[config.mk]
export PLATFORM = sky130hd
export DESIGN_NAME = modular_exponentiation
export DESIGN_NICKNAME = d
export VERILOG_FILES = /design/src/rtl/modexp_pkg.sv /design/src/rtl/modular_exponentiation.sv /design/src/rtl/modexp_mmu.sv
export VERILOG_INCLUDE_DIRS = /design/src /design/src/rtl
export SDC_FILE = /design/constraint.sdc
export NUM_CORES = 1
export LEC_CHECK = 0
export BUFFER_PORTS_ARGS = -buffer_cell sky130_fd_sc_hd__buf_2
export CORE_MARGIN = 8
export CORE_UTILIZATION = 40
export CTS_CLUSTER_DIAMETER = 150
export DETAILED_ROUTE_END_ITERATION = 7
export SYNTH_ARGS = -nofsm -noshare
export SYNTH_HDL_FRONTEND = slang
export SYNTH_SLANG_ARGS = --single-unit
[constraint.sdc]
create_clock -name clk -period 16.89 [get_ports clk]
set_input_delay 0.8445 -clock clk [delete_from_list [all_inputs] [get_ports clk]]
set_output_delay 0.8445 -clock clk [all_outputs]
set_load 0.03 [all_outputs]
[src/rtl/assert_macros.svh]
// assertion macros used by rtl/modular_exponentiation.sv
// no dependencies
`ifndef ASSERT_MACROS_SVH
`define ASSERT_MACROS_SVH

// property must hold at every rising clock edge outside reset
`define ASSERT_CLK(lbl, clk, rst, prop, msg) \
  lbl: assert property (@(posedge clk) disable iff (rst) prop) else $error(msg);

// expression must never be true outside reset
`define ASSERT_NEVER(lbl, clk, rst, expr, msg) \
  lbl: assert property (@(posedge clk) disable iff (rst) !(expr)) else $error(msg);

`endif

[src/rtl/modexp_pkg.sv]
// shared widths, constants and the command type of the multiply-reduce unit
// no dependencies
package modexp_pkg;

  localparam int MOD_W     = 31;
  localparam int BASE_W    = 63;
  localparam int EXP_BITS  = 63;
  localparam int CNT_W     = $clog2(BASE_W + 1);
  localparam logic [MOD_W-1:0] MOD_RESET = MOD_W'(1000000007);

  // one job for the multiply-reduce unit: bits of x are shifted in msb first
  typedef struct packed {
    logic [MOD_W-1:0]  addend;
    logic [BASE_W-1:0] x;
    logic [CNT_W-1:0]  nbits;
    logic              reduce;
  } mmu_cmd_t;

endpackage

[src/rtl/modular_exponentiation.sv]
// modular exponentiation: base ** exponent mod modulus
// depends on modexp_pkg, modexp_mmu and assert_macros.svh
//
// usage
//   input words (base, exponent) arrive on in_valid / in_stall and are taken
//   when in_valid is high and in_stall low. one result word (power_result)
//   leaves on out_valid / out_stall, taken when out_stall is low. the user
//   must write the modulus (cfg_wen / cfg_wdata) only while idle; unchecked.
// sequence
//   one word at a time, set by the bit-serial multiply-reduce unit. the base
//   is reduced first, then each exponent bit up to the highest set one takes
//   a step state, a multiply for a set bit and a squaring (no squaring after
//   the highest bit), then the result is loaded into the output register.
//   a modulus below two or a base that reduces to zero goes straight to the
//   output load with a zero result. the next word can be taken in the cycle
//   after the result is loaded.
// reset and stall
//   reset empties the block and loads the modulus with 1000000007. a stalled
//   result stays in the output register; the next word is taken meanwhile
//   and its result waits until the output register is free.
`include "assert_macros.svh"

module modular_exponentiation
  import modexp_pkg::*;
(
  input  logic              clk,
  input  logic              rst,
  input  logic              cfg_wen,
  input  logic [MOD_W-1:0]  cfg_wdata,
  input  logic              in_valid,
  output logic              in_stall,
  input  logic [BASE_W-1:0] base,
  input  logic [BASE_W-1:0] exponent,
  output logic              out_valid,
  input  logic              out_stall,
  output logic [MOD_W-1:0]  power_result
);

  typedef enum logic [2:0] {
    S_IDLE,
    S_RED,
    S_STEP,
    S_MUL,
    S_SQR,
    S_OUT
  } state_t;

  state_t              state;
  logic [MOD_W-1:0]    modulus;
  logic [MOD_W-1:0]    mod_q;
  logic [EXP_BITS-1:0] exp;
  logic [MOD_W-1:0]    acc;
  logic [MOD_W-1:0]    sq;
  logic                u_start;
  mmu_cmd_t            u_cmd;
  logic                u_busy;
  logic                u_done;
  logic [MOD_W-1:0]    u_res;
  logic                in_take;
  logic                more_bits;
  logic                unit_op;

  assign in_stall  = (state != S_IDLE);
  assign in_take   = in_valid && !in_stall;
  assign more_bits = (exp[EXP_BITS-1:1] != '0);
  assign unit_op   = (state == S_MUL) || (state == S_SQR);

  // modulus register
  always_ff @(posedge clk) begin
    if (rst) begin
      modulus <= MOD_RESET;
    end else if (cfg_wen) begin
      modulus <= cfg_wdata;
    end
  end

  // shared multiply-reduce unit
  modexp_mmu u_mmu (
    .clk     (clk),
    .rst     (rst),
    .start   (u_start),
    .cmd     (u_cmd),
    .modulus (mod_q),
    .busy    (u_busy),
    .done    (u_done),
    .result  (u_res)
  );

  // sequencer
  always_ff @(posedge clk) begin
    if (rst) begin
      state     <= S_IDLE;
      u_start   <= 1'b0;
      out_valid <= 1'b0;
    end else begin
      u_start <= 1'b0;
      // word taken; S_OUT reloads the output register itself
      if (out_valid && !out_stall && state != S_OUT) begin
        out_valid <= 1'b0;
      end
      case (state)
        S_IDLE: begin
          if (in_take) begin
            mod_q <= modulus;
            exp   <= exponent[EXP_BITS-1:0];
            if (modulus < MOD_W'(2)) begin
              acc   <= '0;
              state <= S_OUT;
            end else begin
              acc          <= MOD_W'(1);
              u_cmd.addend <= '0;
              u_cmd.x      <= base;
              u_cmd.nbits  <= CNT_W'(BASE_W);
              u_cmd.reduce <= 1'b1;
              u_start      <= 1'b1;
              state        <= S_RED;
            end
          end
        end
        S_RED: begin
          if (u_done) begin
            sq <= u_res;
            if (u_res == '0) begin
              acc   <= '0;
              state <= S_OUT;
            end else begin
              state <= S_STEP;
            end
          end
        end
        S_STEP: begin
          if (exp[0]) begin
            u_cmd.addend <= acc;
            u_cmd.x      <= {sq, {(BASE_W - MOD_W){1'b0}}};
            u_cmd.nbits  <= CNT_W'(MOD_W);
            u_cmd.reduce <= 1'b0;
            u_start      <= 1'b1;
            state        <= S_MUL;
          end else if (more_bits) begin
            u_cmd.addend <= sq;
            u_cmd.x      <= {sq, {(BASE_W - MOD_W){1'b0}}};
            u_cmd.nbits  <= CNT_W'(MOD_W);
            u_cmd.reduce <= 1'b0;
            u_start      <= 1'b1;
            state        <= S_SQR;
          end else begin
            state <= S_OUT;
          end
        end
        S_MUL: begin
          if (u_done) begin
            acc <= u_res;
            if (more_bits) begin
              u_cmd.addend <= sq;
              u_cmd.x      <= {sq, {(BASE_W - MOD_W){1'b0}}};
              u_cmd.nbits  <= CNT_W'(MOD_W);
              u_cmd.reduce <= 1'b0;
              u_start      <= 1'b1;
              state        <= S_SQR;
            end else begin
              state <= S_OUT;
            end
          end
        end
        S_SQR: begin
          if (u_done) begin
            sq    <= u_res;
            exp   <= {1'b0, exp[EXP_BITS-1:1]};
            state <= S_STEP;
          end
        end
        S_OUT: begin
          // hand the word over once the output register is free
          if (!out_valid || !out_stall) begin
            power_result <= acc;
            out_valid    <= 1'b1;
            state        <= S_IDLE;
          end
        end
        default: begin
          state <= S_IDLE;
        end
      endcase
    end
  end

  // checks
  `ASSERT_CLK(a_start_idle_unit, clk, rst, u_start |-> !u_busy, "unit started while busy")
  `ASSERT_NEVER(a_take_while_busy, clk, rst, !in_stall && u_busy, "input open while unit busy")
  `ASSERT_CLK(a_ops_reduced, clk, rst, unit_op |-> acc < mod_q && sq < mod_q, "unreduced operand")

endmodule

[src/rtl/modexp_mmu.sv]
// bit-serial modular multiply / reduce unit, one operand bit per cycle
// depends on modexp_pkg
module modexp_mmu
  import modexp_pkg::*;
(
  input  logic             clk,
  input  logic             rst,
  input  logic             start,
  input  mmu_cmd_t         cmd,
  input  logic [MOD_W-1:0] modulus,
  output logic             busy,
  output logic             done,
  output logic [MOD_W-1:0] result
);

  logic [BASE_W-1:0] sh;
  logic [CNT_W-1:0]  cnt;
  logic [MOD_W-1:0]  addend;
  logic              reduce;

  logic [MOD_W:0]   dbl;
  logic [MOD_W:0]   dbl_sub;
  logic [MOD_W-1:0] r_dbl;
  logic [MOD_W-1:0] add_val;
  logic [MOD_W:0]   sum;
  logic [MOD_W:0]   sum_sub;
  logic [MOD_W-1:0] result_next;

  // r = (2r + bit*addend) mod m, addend 1 if reduce; two compare-subtracts
  always_comb begin
    dbl     = {result, 1'b0};
    dbl_sub = dbl - {1'b0, modulus};
    r_dbl   = (dbl >= {1'b0, modulus}) ? dbl_sub[MOD_W-1:0] : dbl[MOD_W-1:0];
    if (!sh[BASE_W-1]) begin
      add_val = '0;
    end else if (reduce) begin
      add_val = MOD_W'(1);
    end else begin
      add_val = addend;
    end
    sum         = {1'b0, r_dbl} + {1'b0, add_val};
    sum_sub     = sum - {1'b0, modulus};
    result_next = (sum >= {1'b0, modulus}) ? sum_sub[MOD_W-1:0] : sum[MOD_W-1:0];
  end

  // control
  always_ff @(posedge clk) begin
    if (rst) begin
      busy <= 1'b0;
      done <= 1'b0;
      cnt  <= '0;
    end else begin
      done <= 1'b0;
      if (start) begin
        busy <= 1'b1;
        cnt  <= cmd.nbits;
      end else if (busy) begin
        cnt <= cnt - CNT_W'(1);
        if (cnt == CNT_W'(1)) begin
          busy <= 1'b0;
          done <= 1'b1;
        end
      end
    end
  end

  // datapath
  always_ff @(posedge clk) begin
    if (start) begin
      sh     <= cmd.x;
      addend <= cmd.addend;
      reduce <= cmd.reduce;
      result <= '0;
    end else if (busy) begin
      sh     <= {sh[BASE_W-2:0], 1'b0};
      result <= result_next;
    end
  end

endmodule
After elaboration in Yosys (flattened, before gate mapping)
Cells that the tools add are included.
Widths: inputs -> output; s select.

storage, ports and cells
  input port bits = 162
  bits in registers = 458
  output and inout port bits = 33
  word-level logic and storage cells = 113

cells by class
  $add $sub $neg = 4
  eq/ne operators = 14
  multiplexer cells = 46
  $lt $le $gt $ge = 3
  reductions and logical operators = 24
  bitwise operators = 2

operator list
  operator             count
  $mux 101             5
  $pmux 101 s3         1
  $mux 63              4
  $mux 31              8
  $pmux 63 s2          1
  $pmux 31 s3          1
  $ge 32x31->1         2
  $reduce_bool 62->1   1
  $sub 31x31->31       2
  $add 31x31->32       1
  $logic_not 31->1     1
  $lt 31x2->1 const B  1
  $mux 3               8
  $pmux 3 s6           1
  $mux 1               14
  $mux 6               2
  $reduce_and 5->1     2
  $reduce_and 3->1     3
  $reduce_bool 3->1    3
  $ne 2x2->1 const B   4
  $eq 3x2->1 const B   2
  $eq 3x3->1 const B   2
  $eq 6x1->1 const B   1
  $ne 2x1->1 const B   3
  other kinds (14)     20

Logic depth before layout (Yosys ltp)
Gate-level depths: netlist of run 1.

  depth after elaboration = 6
  gate-level depth with buffers = 32
  depth with buffers taken out = 30

Cells and area by module
Synthesis of run 1 repeated with hierarchy kept, for this count alone.

unflattened totals
  cells, all modules = 2160
  area total of the unflattened synthesis = 24063.1 um2

modules (own cells, without submodules)
  module                  cells each  area each (um2)  sequential area each (um2)  instances
  modular_exponentiation  1025        13516.7          9369.0                      1
  modexp_mmu              1135        10546.4          3633.5                      1

Worst setup path after synthesis of run 1
OpenSTA, ideal clock, no wires.

  path type = register to register
  from = reg state[1]
  to = reg u_cmd[0] (netlist bit), enable pin
  buffers on the path = 1
  arrival time = 16.579 ns
  setup time = 1.098 ns
  stages on the path, launching flop included = 6
  clock period less this slack = 17.677 ns
  slack = -0.787 ns
  required time = 15.792 ns
  cells stage by stage = dfxtp_1 > clkbuf_1 > nor3_1 > inv_1 > nor3_1 > a2111oi_0

between the ends
  word-level cells in the longest chain between the ends = 5
  elaborated cells between the ends (all ways) = 11
  those cells by class = 5 x eq/ne; 6 x reduce/logical

ends and longest elaborated chain
  element                            RTL line                       text
  start, declared                    modular_exponentiation.sv:48   state_t state;
  start signal, assigned             modular_exponentiation.sv:92   state <= S_IDLE;
  start signal, assigned             modular_exponentiation.sv:108  state <= S_OUT;
  start signal, assigned             modular_exponentiation.sv:116  state <= S_RED;
  $reduce_bool 3->1                  modular_exponentiation.sv:63   assign in_stall = (state != S_IDLE);
  net in_stall                       modular_exponentiation.sv:31   output logic in_stall,
  $logic_not 1->1                    modular_exponentiation.sv:64   assign in_take = in_valid && !in_stall;
  $logic_and 1x1->1                  modular_exponentiation.sv:64
  $ne 2x2->1 (no source line)        --
  $reduce_and 5->1 (no source line)  --
  end, declared                      modular_exponentiation.sv:55   mmu_cmd_t u_cmd;

The timed path passes the listed nets, and every way through them passes these cells.
A chain may end at the register's enable or synchronous reset.

Final worst setup path of run 1
  from = reg mod_q[0]
  to = reg u_mmu.result[29]

between the ends
  word-level cells in the longest chain between the ends = 5
  elaborated cells between the ends (all ways) = 7
  those cells by class = 3 x add/sub; 2 x order compare; 2 x mux

ends and longest elaborated chain
  element                                                RTL line                            text
  start, declared                                        modular_exponentiation.sv:50        logic [MOD_W-1:0] mod_q;
  start signal, assigned                                 modular_exponentiation.sv:104       mod_q <= modulus;
  $sub 31x31->31 / $ge 32x31->1 (equally long branches)  modexp_mmu.sv:32, modexp_mmu.sv:33
  $mux 31                                                modexp_mmu.sv:33                    r_dbl = (dbl >= {1'b0, modulus}) ? dbl_sub[MOD_W-1:0] : dbl[MOD_W-1:0];
  $add 31x31->32                                         modexp_mmu.sv:41                    sum = {1'b0, r_dbl} + {1'b0, add_val};
  $sub 31x31->31 / $ge 32x31->1 (equally long branches)  modexp_mmu.sv:42, modexp_mmu.sv:43
  $mux 31 (*)                                            modexp_mmu.sv:43                    result_next = (sum >= {1'b0, modulus}) ? sum_sub[MOD_W-1:0] : sum[MOD_W-1:0];
  end signal, assigned                                   modexp_mmu.sv:76                    result <= result_next;
  end, declared                                          modexp_mmu.sv:13                    output logic [MOD_W-1:0] result

Every way passes the cells marked *; elsewhere a longest branch is shown, timed or not.

==> results.md, run 1 <==
- DR pass1 iterations: 6
- Post-placement cell count: between 2,000 and 3,000
- # hold bufs at CTS: 0
- Gate Count Post-Synth: between 2,000 and 2,500
- Status: finished clean
- Starting density of the core: about two fifths
- Critical Path Max Stage Delay: between 0.6 and 0.7 ns
- #FFs+latches synth: around 460
- Post-Layout Cell Count: 3,034
- Hold crit path type: reg -> reg
- Drt initial violations: about 1,100
- Initial antenna violation count: 9
- Placer Congestion: about 0.93
- Residual DRC: 0
- Reg2reg start: mod_q[0]
- Worst slew margin: between 20 and 30%
- Cts bufs inserted: 50
- Met3 routed wirelength: between 3000 and 4000 um
- Routed wl met2: approximately 32,000 um
- Final hold violation count: 0
- End of the worst hold path: power_result[4]
- Die X: roughly 260 um
- CORE AREA: 59,000 um2
- Reg2reg setup slack: 8.54 ns
- Library cells used by synthesis: 80
- Storage element area: roughly 13,000 um2
- Crit Path Max Fanout: 28
- CP startpoint kind: flip-flop
- Final ANT Viol Nets: 0
- Req. time, crit path: 17.36 ns
- Max Freq: approximately 0.12 GHz
- Primary FF master, synth: edfxtp_1
- Vias per inst: about 5.5
- Largest net degree at the start of global routing: 95
- Crit Path Class: reg -> reg
- Static leakage: 10.6 nW
- Period Utilization, post-route: around 49%
- Share of cells above drive strength 1: 20.3%
- Min-delay src: acc[4]
- Cell Area, Synth: roughly 24,000 um2
- CTS root buffer: clkbuf_16
- FILL cells: between 5,000 and 6,000
- Setup Fix Bufs, Post-CTS: 0
- CP Data Arrival Time: 8.82 ns
- Final setup fails: 0
- Die Ht: around 260 um
- Routed wire length: 64,200 um
- Post-Place Worst Slack: a little under 9 ns
- Buf/Inv on CP: 4
- Min Hold Slack: about 0.44 ns
- Max-cap viol count: 0
- GRT overflow: 0
- Area Growth Syn to Fin: 13.7%
- CTS tree: built
- Met1 WL: between 20,000 and 30,000 um
- RSZ-0062 raised after global routing: no
- Leading area contributor after synthesis: edfxtp_1
- Clk pin slew, worst setup/hold paths: ~0.060 ns
- H-tree Lvls: 2
- Sinks on Clock Net: approximately 460
- Final setup margin: 8.54 ns
- Hold path depth: 0
- Ports: a little under 200
- Row count: slightly below 90
- Post_cts resized: 0
- Post-layout nets: roughly 2,500
- Count of flip-flops with a built-in enable after synthesis: about 380
- Total GRT Usage: about 18%
- Slew Limit Fails: 0
- I/O Buffers: 194
- Area of the multi-input gates: approximately 10,000 um2
- Pwr Density: 169 nW/um2
- R2r endpoint: u_mmu.result[29]
- Reg2reg path depth: 30
- Ys async rst share: 0%
- Wirelength per Cell: ~21 um
- Final setup TNS: 0 ns
- Worst vdd ir: approximately 0.00010 V
- Slew of the pin with the lowest slew margin: approximately 1.1 ns
- Clock Latency Late Sink: about 0.6 ns
- DIE AREA: ~68,000 um2
- First-pass GRT wire length: a little under 100,000 um
- CP top delay family: compound AO/OA/AOI/OAI gates
- Util after Layout: between 40% and 50%
- CP max-delay cell: o21a_1
- DP HPWL: about 46,000 um
- Vias: around 17,000
- Sequential fraction of the synthesis area: 54.4%
- Syn_area_per_cell: roughly 12 um2
- Fin Clk Skew: between 0.015 and 0.02 ns
- Max clock buf depth: 3
- Number of global-route vias before repair: about 17,000
- Post-route minimum period: 8.35 ns
- CP Capture Type: flip-flop
- Highest routed layer: met5
- Yosys warning total: 0
- Syn nets: 2,306
- Synth top area cells: edfxtp_1 (48%), dfxtp_1 (6.3%), mux2_2 (5.9%), ha_1 (5.0%), mux2i_1 (3.9%)
- Yosys top cell area share: about half
-- worst max path at each step --
| stage | startpoint | to | slack (ns) | cells after the start |
|---|---|---|---|---|
| 2_1_floorplan | state[1] | u_cmd[0] | 4.22 | 5 |
| 3_3_place_gp | mod_q[0] | u_mmu.result[29] | 8.74 | 30 |
| 3_5_place_dp | mod_q[0] | u_mmu.result[29] | 8.64 | 30 |
| 4_1_cts | mod_q[0] | u_mmu.result[29] | 8.60 | 30 |
| 5_1_grt | mod_q[0] | u_mmu.result[29] | 7.76 | 30 |
| 6_report | mod_q[0] | u_mmu.result[29] | 8.54 | 30 |
-- power breakdown --
group / switching, mW / leakage [nW] / internal [mW]
registers: 0.125 / 4.16 / 1.38
clock network: 0.458 / 0.737 / 0.561
logic: 1.26 / 5.73 / 0.801
-- per-stage QoR --
step,cell area (um2),power (mW)
2_1_floorplan,23900,3.05
3_5_place_dp,25600,3.57
4_1_cts,27200,4.60
6_report,27200,4.58
3_3_place_gp,25600,3.55
5_1_grt,27200,4.85
-- Yosys cell counts (all sizes together) (6+ instances only) --
library cell	instances
dfxtp	75
a211oi	60
a311oi	7
nand2	149
buf	29
nor2	154
a21oi	95
o211ai	13
and3	37
xnor2	46
and2	38
o21bai	11
o21a	12
ha	95
nor2b	27
nor3b	8
nand2b	22
a22o	32
mux2	125
mux2i	93
clkbuf	69
a31oi	14
nand4	21
o21ai	101
nand3	18
a21o	39
a211o	25
or2	6
inv	72
xor2	29
o31ai	6
edfxtp	383
nor3	37
nor4	38
-- final cells by class --
type                       instances  area share [%]
timing repair buffer             216            4.18
multi-input combinational       1418            37.8
clock buffer                      63            4.90
tap                              773            3.56
inverter                          72           0.995
antenna                            4          0.0368
sequential                       458            47.9
clock inverter                    30           0.672
-- logic make-up (layout without fill, tap and decap cells) --
kind of cell               Yosys count  in the layout  share of synthesized area [%]
other                                0              4                              0
AOI/OAI and AO/OA                  454            454                           13.1
and+or+nand+nor                    573            573                           11.8
buffers and inverters              170            381                           2.84
adders and majority gates           98             98                           5.23
DFF                                458            458                           54.4
muxes                              218            218                           9.79
xor gates and xnor gates            75             75                           2.78
-- state kept, by name, summed over array words and instances (netlist names) --
signal,cells
acc,31
sq,31
u_mmu.cnt,6
u_mmu.done,1
state,3
u_mmu.sh,63
out_valid,1
u_mmu.reduce,1
u_start,1
mod_q,31
exp,63
modulus,31
u_mmu.addend,31
u_mmu.busy,1
u_cmd,101
u_mmu.result,31
power_result,31
-- per-layer routing --
| layer | track usage [%] | vias to the layer above |
|---|---|---|
| met1 | 22.4 | 8133 |
| met3 | 3.95 | 135 |
| met2 | 31.6 | 422 |
| met4 | 7.09 | 10 |
| li1 | - | 8071 |
| met5 | 0 | - |
-- layout by cell type (no fill, tap or decap), types with 71 or more instances in the layout --
master,count
ha_1,95
a21oi_1,92
edfxtp_1,383
buf_2,194
nor2_1,152
inv_1,71
mux2i_1,93
mux2_2,125
o21ai_0,89
dfxtp_1,74
nand2_1,147
Power figures use the tool's default switching activity.
==> inputs of run 2 (changes only) <==
- clock period: 16.89 -> 8 ns (I/O delays scaled with it)
==> run 2 against run 1 <==
Effect of this change: sequential share of layout area decreased by 0.78 points; utilization grew 0.77 points; count of clock-buffer cells in the layout unchanged; final cell count increased by 1.3%; global-route usage increased by 0.51 points; critical path type unchanged; largest cell class unchanged.
==> results.md, run 2 (synthesis gave the netlist of run 1 again) <==
- Status: finished clean
- Ports: a little under 200
- Max clock buf depth: 3
- Largest net degree at the start of global routing: about 110
- Residual DRC: 0
- Post-layout nets: between 2,000 and 3,000
- Final hold violation count: 0
- Wirelength per Cell: about 21 um
- Most frequent cells in the layout: edfxtp_1 (383), buf_2 (194), nor2_1 (152), nand2_1 (147), mux2_2 (125)
- Share of cells above drive strength 1: 21.2%
- Fin Clk Skew: between 0.015 and 0.02 ns
- Area Growth Syn to Fin: 15.6%
- Starting density of the core: about 40%
- Critical Path Max Stage Delay: about 0.57 ns
- Post-route minimum period: around 7.6 ns
- Cts bufs inserted: 50
- Hold path depth: 2
- Biggest regs: u_cmd x101, exp x63, u_mmu.sh x63
- DP HPWL: 47,500 um
- Reg2reg path depth: 28
- Final ANT Viol Nets: 0
- Slew Limit Fails: 0
- CP max-delay cell: nor4b_2
- CTS tree: built
- Die Ht: about 260 um
- Sinks on Clock Net: 458
- Biggest register: u_cmd
- Post-placement cell count: a little under 3,000
- Clock Latency Late Sink: 0.60 ns
- Vias: around 17,000
- Post-Layout Cell Count: slightly above 3,000
- R2r endpoint: u_mmu.result[23]
- CP startpoint kind: flip-flop
- RSZ-0062 raised after global routing: no
- Largest register FFs: slightly above 100
- Worst vdd ir: 0.000182 V
- CTS root buffer: clkbuf_16
- Vias per inst: between 5 and 6
- Reg2reg start: mod_q[0]
- Hold crit path type: in -> reg
- CP startpoint: mod_q[0]
- First-pass GRT wire length: between 100,000 and 150,000 um
- DR pass1 iterations: 5
- Crit Path Class: reg -> reg
- FILL cells: about 5,400
- Clk pin slew, worst setup/hold paths: approximately 0.06 ns
- Reg2reg setup slack: roughly 0.42 ns
- Req. time, crit path: roughly 8.4 ns
- I/O Buffers: roughly 190
- Crit Path Max Fanout: 15
- Drt initial violations: approximately 1,100
- Pwr Density: about 360 nW/um2
- Worst slew margin: between 20% and 30%
- Routed wire length: 65,400 um
- CP most frequent cell: nor2_1
- CORE AREA: 59,000 um2
- Placer Congestion: around 0.93
- Die X: ~260 um
- Slew of the pin with the lowest slew margin: 1.09 ns
- Row count: between 80 and 90
- Most common cell after layout, fill and taps aside: edfxtp_1
- Min Hold Slack: approximately 0.035 ns
- Setup Fix Bufs, Post-CTS: 0
- Total GRT Usage: between 10% and 20%
- Static leakage: around 11 nW
- Min-delay src: cfg_wdata[17]
- CP Data Arrival Time: approximately 8 ns
- H-tree Lvls: 2
- End of the worst hold path: modulus[17]
- DIE AREA: between 60,000 and 70,000 um2
- Initial antenna violation count: 10
- Final setup TNS: 0 ns
- CP top delay family: compound AO/OA/AOI/OAI gates
- Period Utilization, post-route: a little over nine tenths
- Max-cap viol count: 0
- CP Capture Type: flip-flop
- GRT overflow: 0
- Final setup fails: 0
- Max Freq: between 0.1 and 0.15 GHz
- Buf/Inv on CP: 3
- Number of global-route vias before repair: approximately 18,000
run 2: changes by cell type in the layout (fill, tap and decap cells not counted), moves of 3 or more:
cell,previous run,this run
buf_4,22,46
clkbuf_1,10,5
clkinvlp_4,4,1
dlygate4sd3_1,0,13
clkinv_1,11,14
clkbuf_8,3,6
run 2: layout make-up:
| type | count | area [um2] | area share, % |
|---|---|---|---|
| diodes | 6 | 15.0 | 0.0544 |
| clock buffers | 63 | 1400 | 5.08 |
| clock inverters | 31 | 226 | 0.820 |
| inverters | 72 | 270 | 0.978 |
| multi-input cells | 1418 | 10300 | 37.2 |
| flip-flops and latches | 458 | 13000 | 47.1 |
| well taps | 773 | 967 | 3.50 |
| repair buffers | 253 | 1450 | 5.24 |
run 2: stage by stage:
| stage | utilization (%) | setup WS [ns] | total power [mW] | area, um2 |
|---|---|---|---|---|
| after floorplan | - | 0.393 | 6.43 | 23900 |
| after global placement | 43.8 | 0.710 | 7.58 | 25800 |
| after detailed placement | 43.8 | 0.659 | 7.62 | 25800 |
| after CTS | 46.8 | 0.575 | 9.92 | 27600 |
| after global routing | 46.8 | 0.0581 | 10.5 | 27600 |
| final | 46.8 | 0.418 | 9.88 | 27600 |
run 2: what timing repair did:
item,in CTS,in global routing
gates resized for setup,0,1
endpoints found under the hold margin,13,0
hold buffers,13,0
endpoints found under the setup margin,0,10
run 2: layer usage:
layer	track usage (%)	up-vias	routed length, um
met5	0	-	58
met2	32.9	438	32500
met3	4.29	110	3700
met1	23.2	8286	27400
li1	-	8147	-
met4	5.48	10	1750
run 2: worst max-delay path by stage:
stage | cells after the start | slack (ns) | end
after floorplan | 5 | 0.39 | u_cmd[0]
after global placement | 29 | 0.71 | u_mmu.result[0]
after detailed placement | 29 | 0.66 | u_mmu.result[15]
after CTS | 29 | 0.58 | u_mmu.result[15]
after global routing | 29 | 0.06 | u_mmu.result[18]
final | 28 | 0.42 | u_mmu.result[23]
run 2: power by group:
group          switching (mW)  total, mW  leakage, nW  internal, mW
Clock                   0.972       2.25        0.802          1.28
Combinational            2.76       4.54         5.91          1.77
Sequential              0.176       3.09         4.16          2.91
Total                    3.91       9.88         10.9          5.97
run 2: worst reg2reg max path, delay by kind of cell (launching register included):
kind / cells / cell delay, ns
adders and majority gates: 4 / 1.27
xor gates and xnor gates: 1 / 0.19
and+or+nand+nor: 8 / 1.95
DFF: 1 / 0.41
buffers and inverters: 3 / 0.42
muxes: 1 / 0.11
AOI/OAI and AO/OA: 11 / 3.11
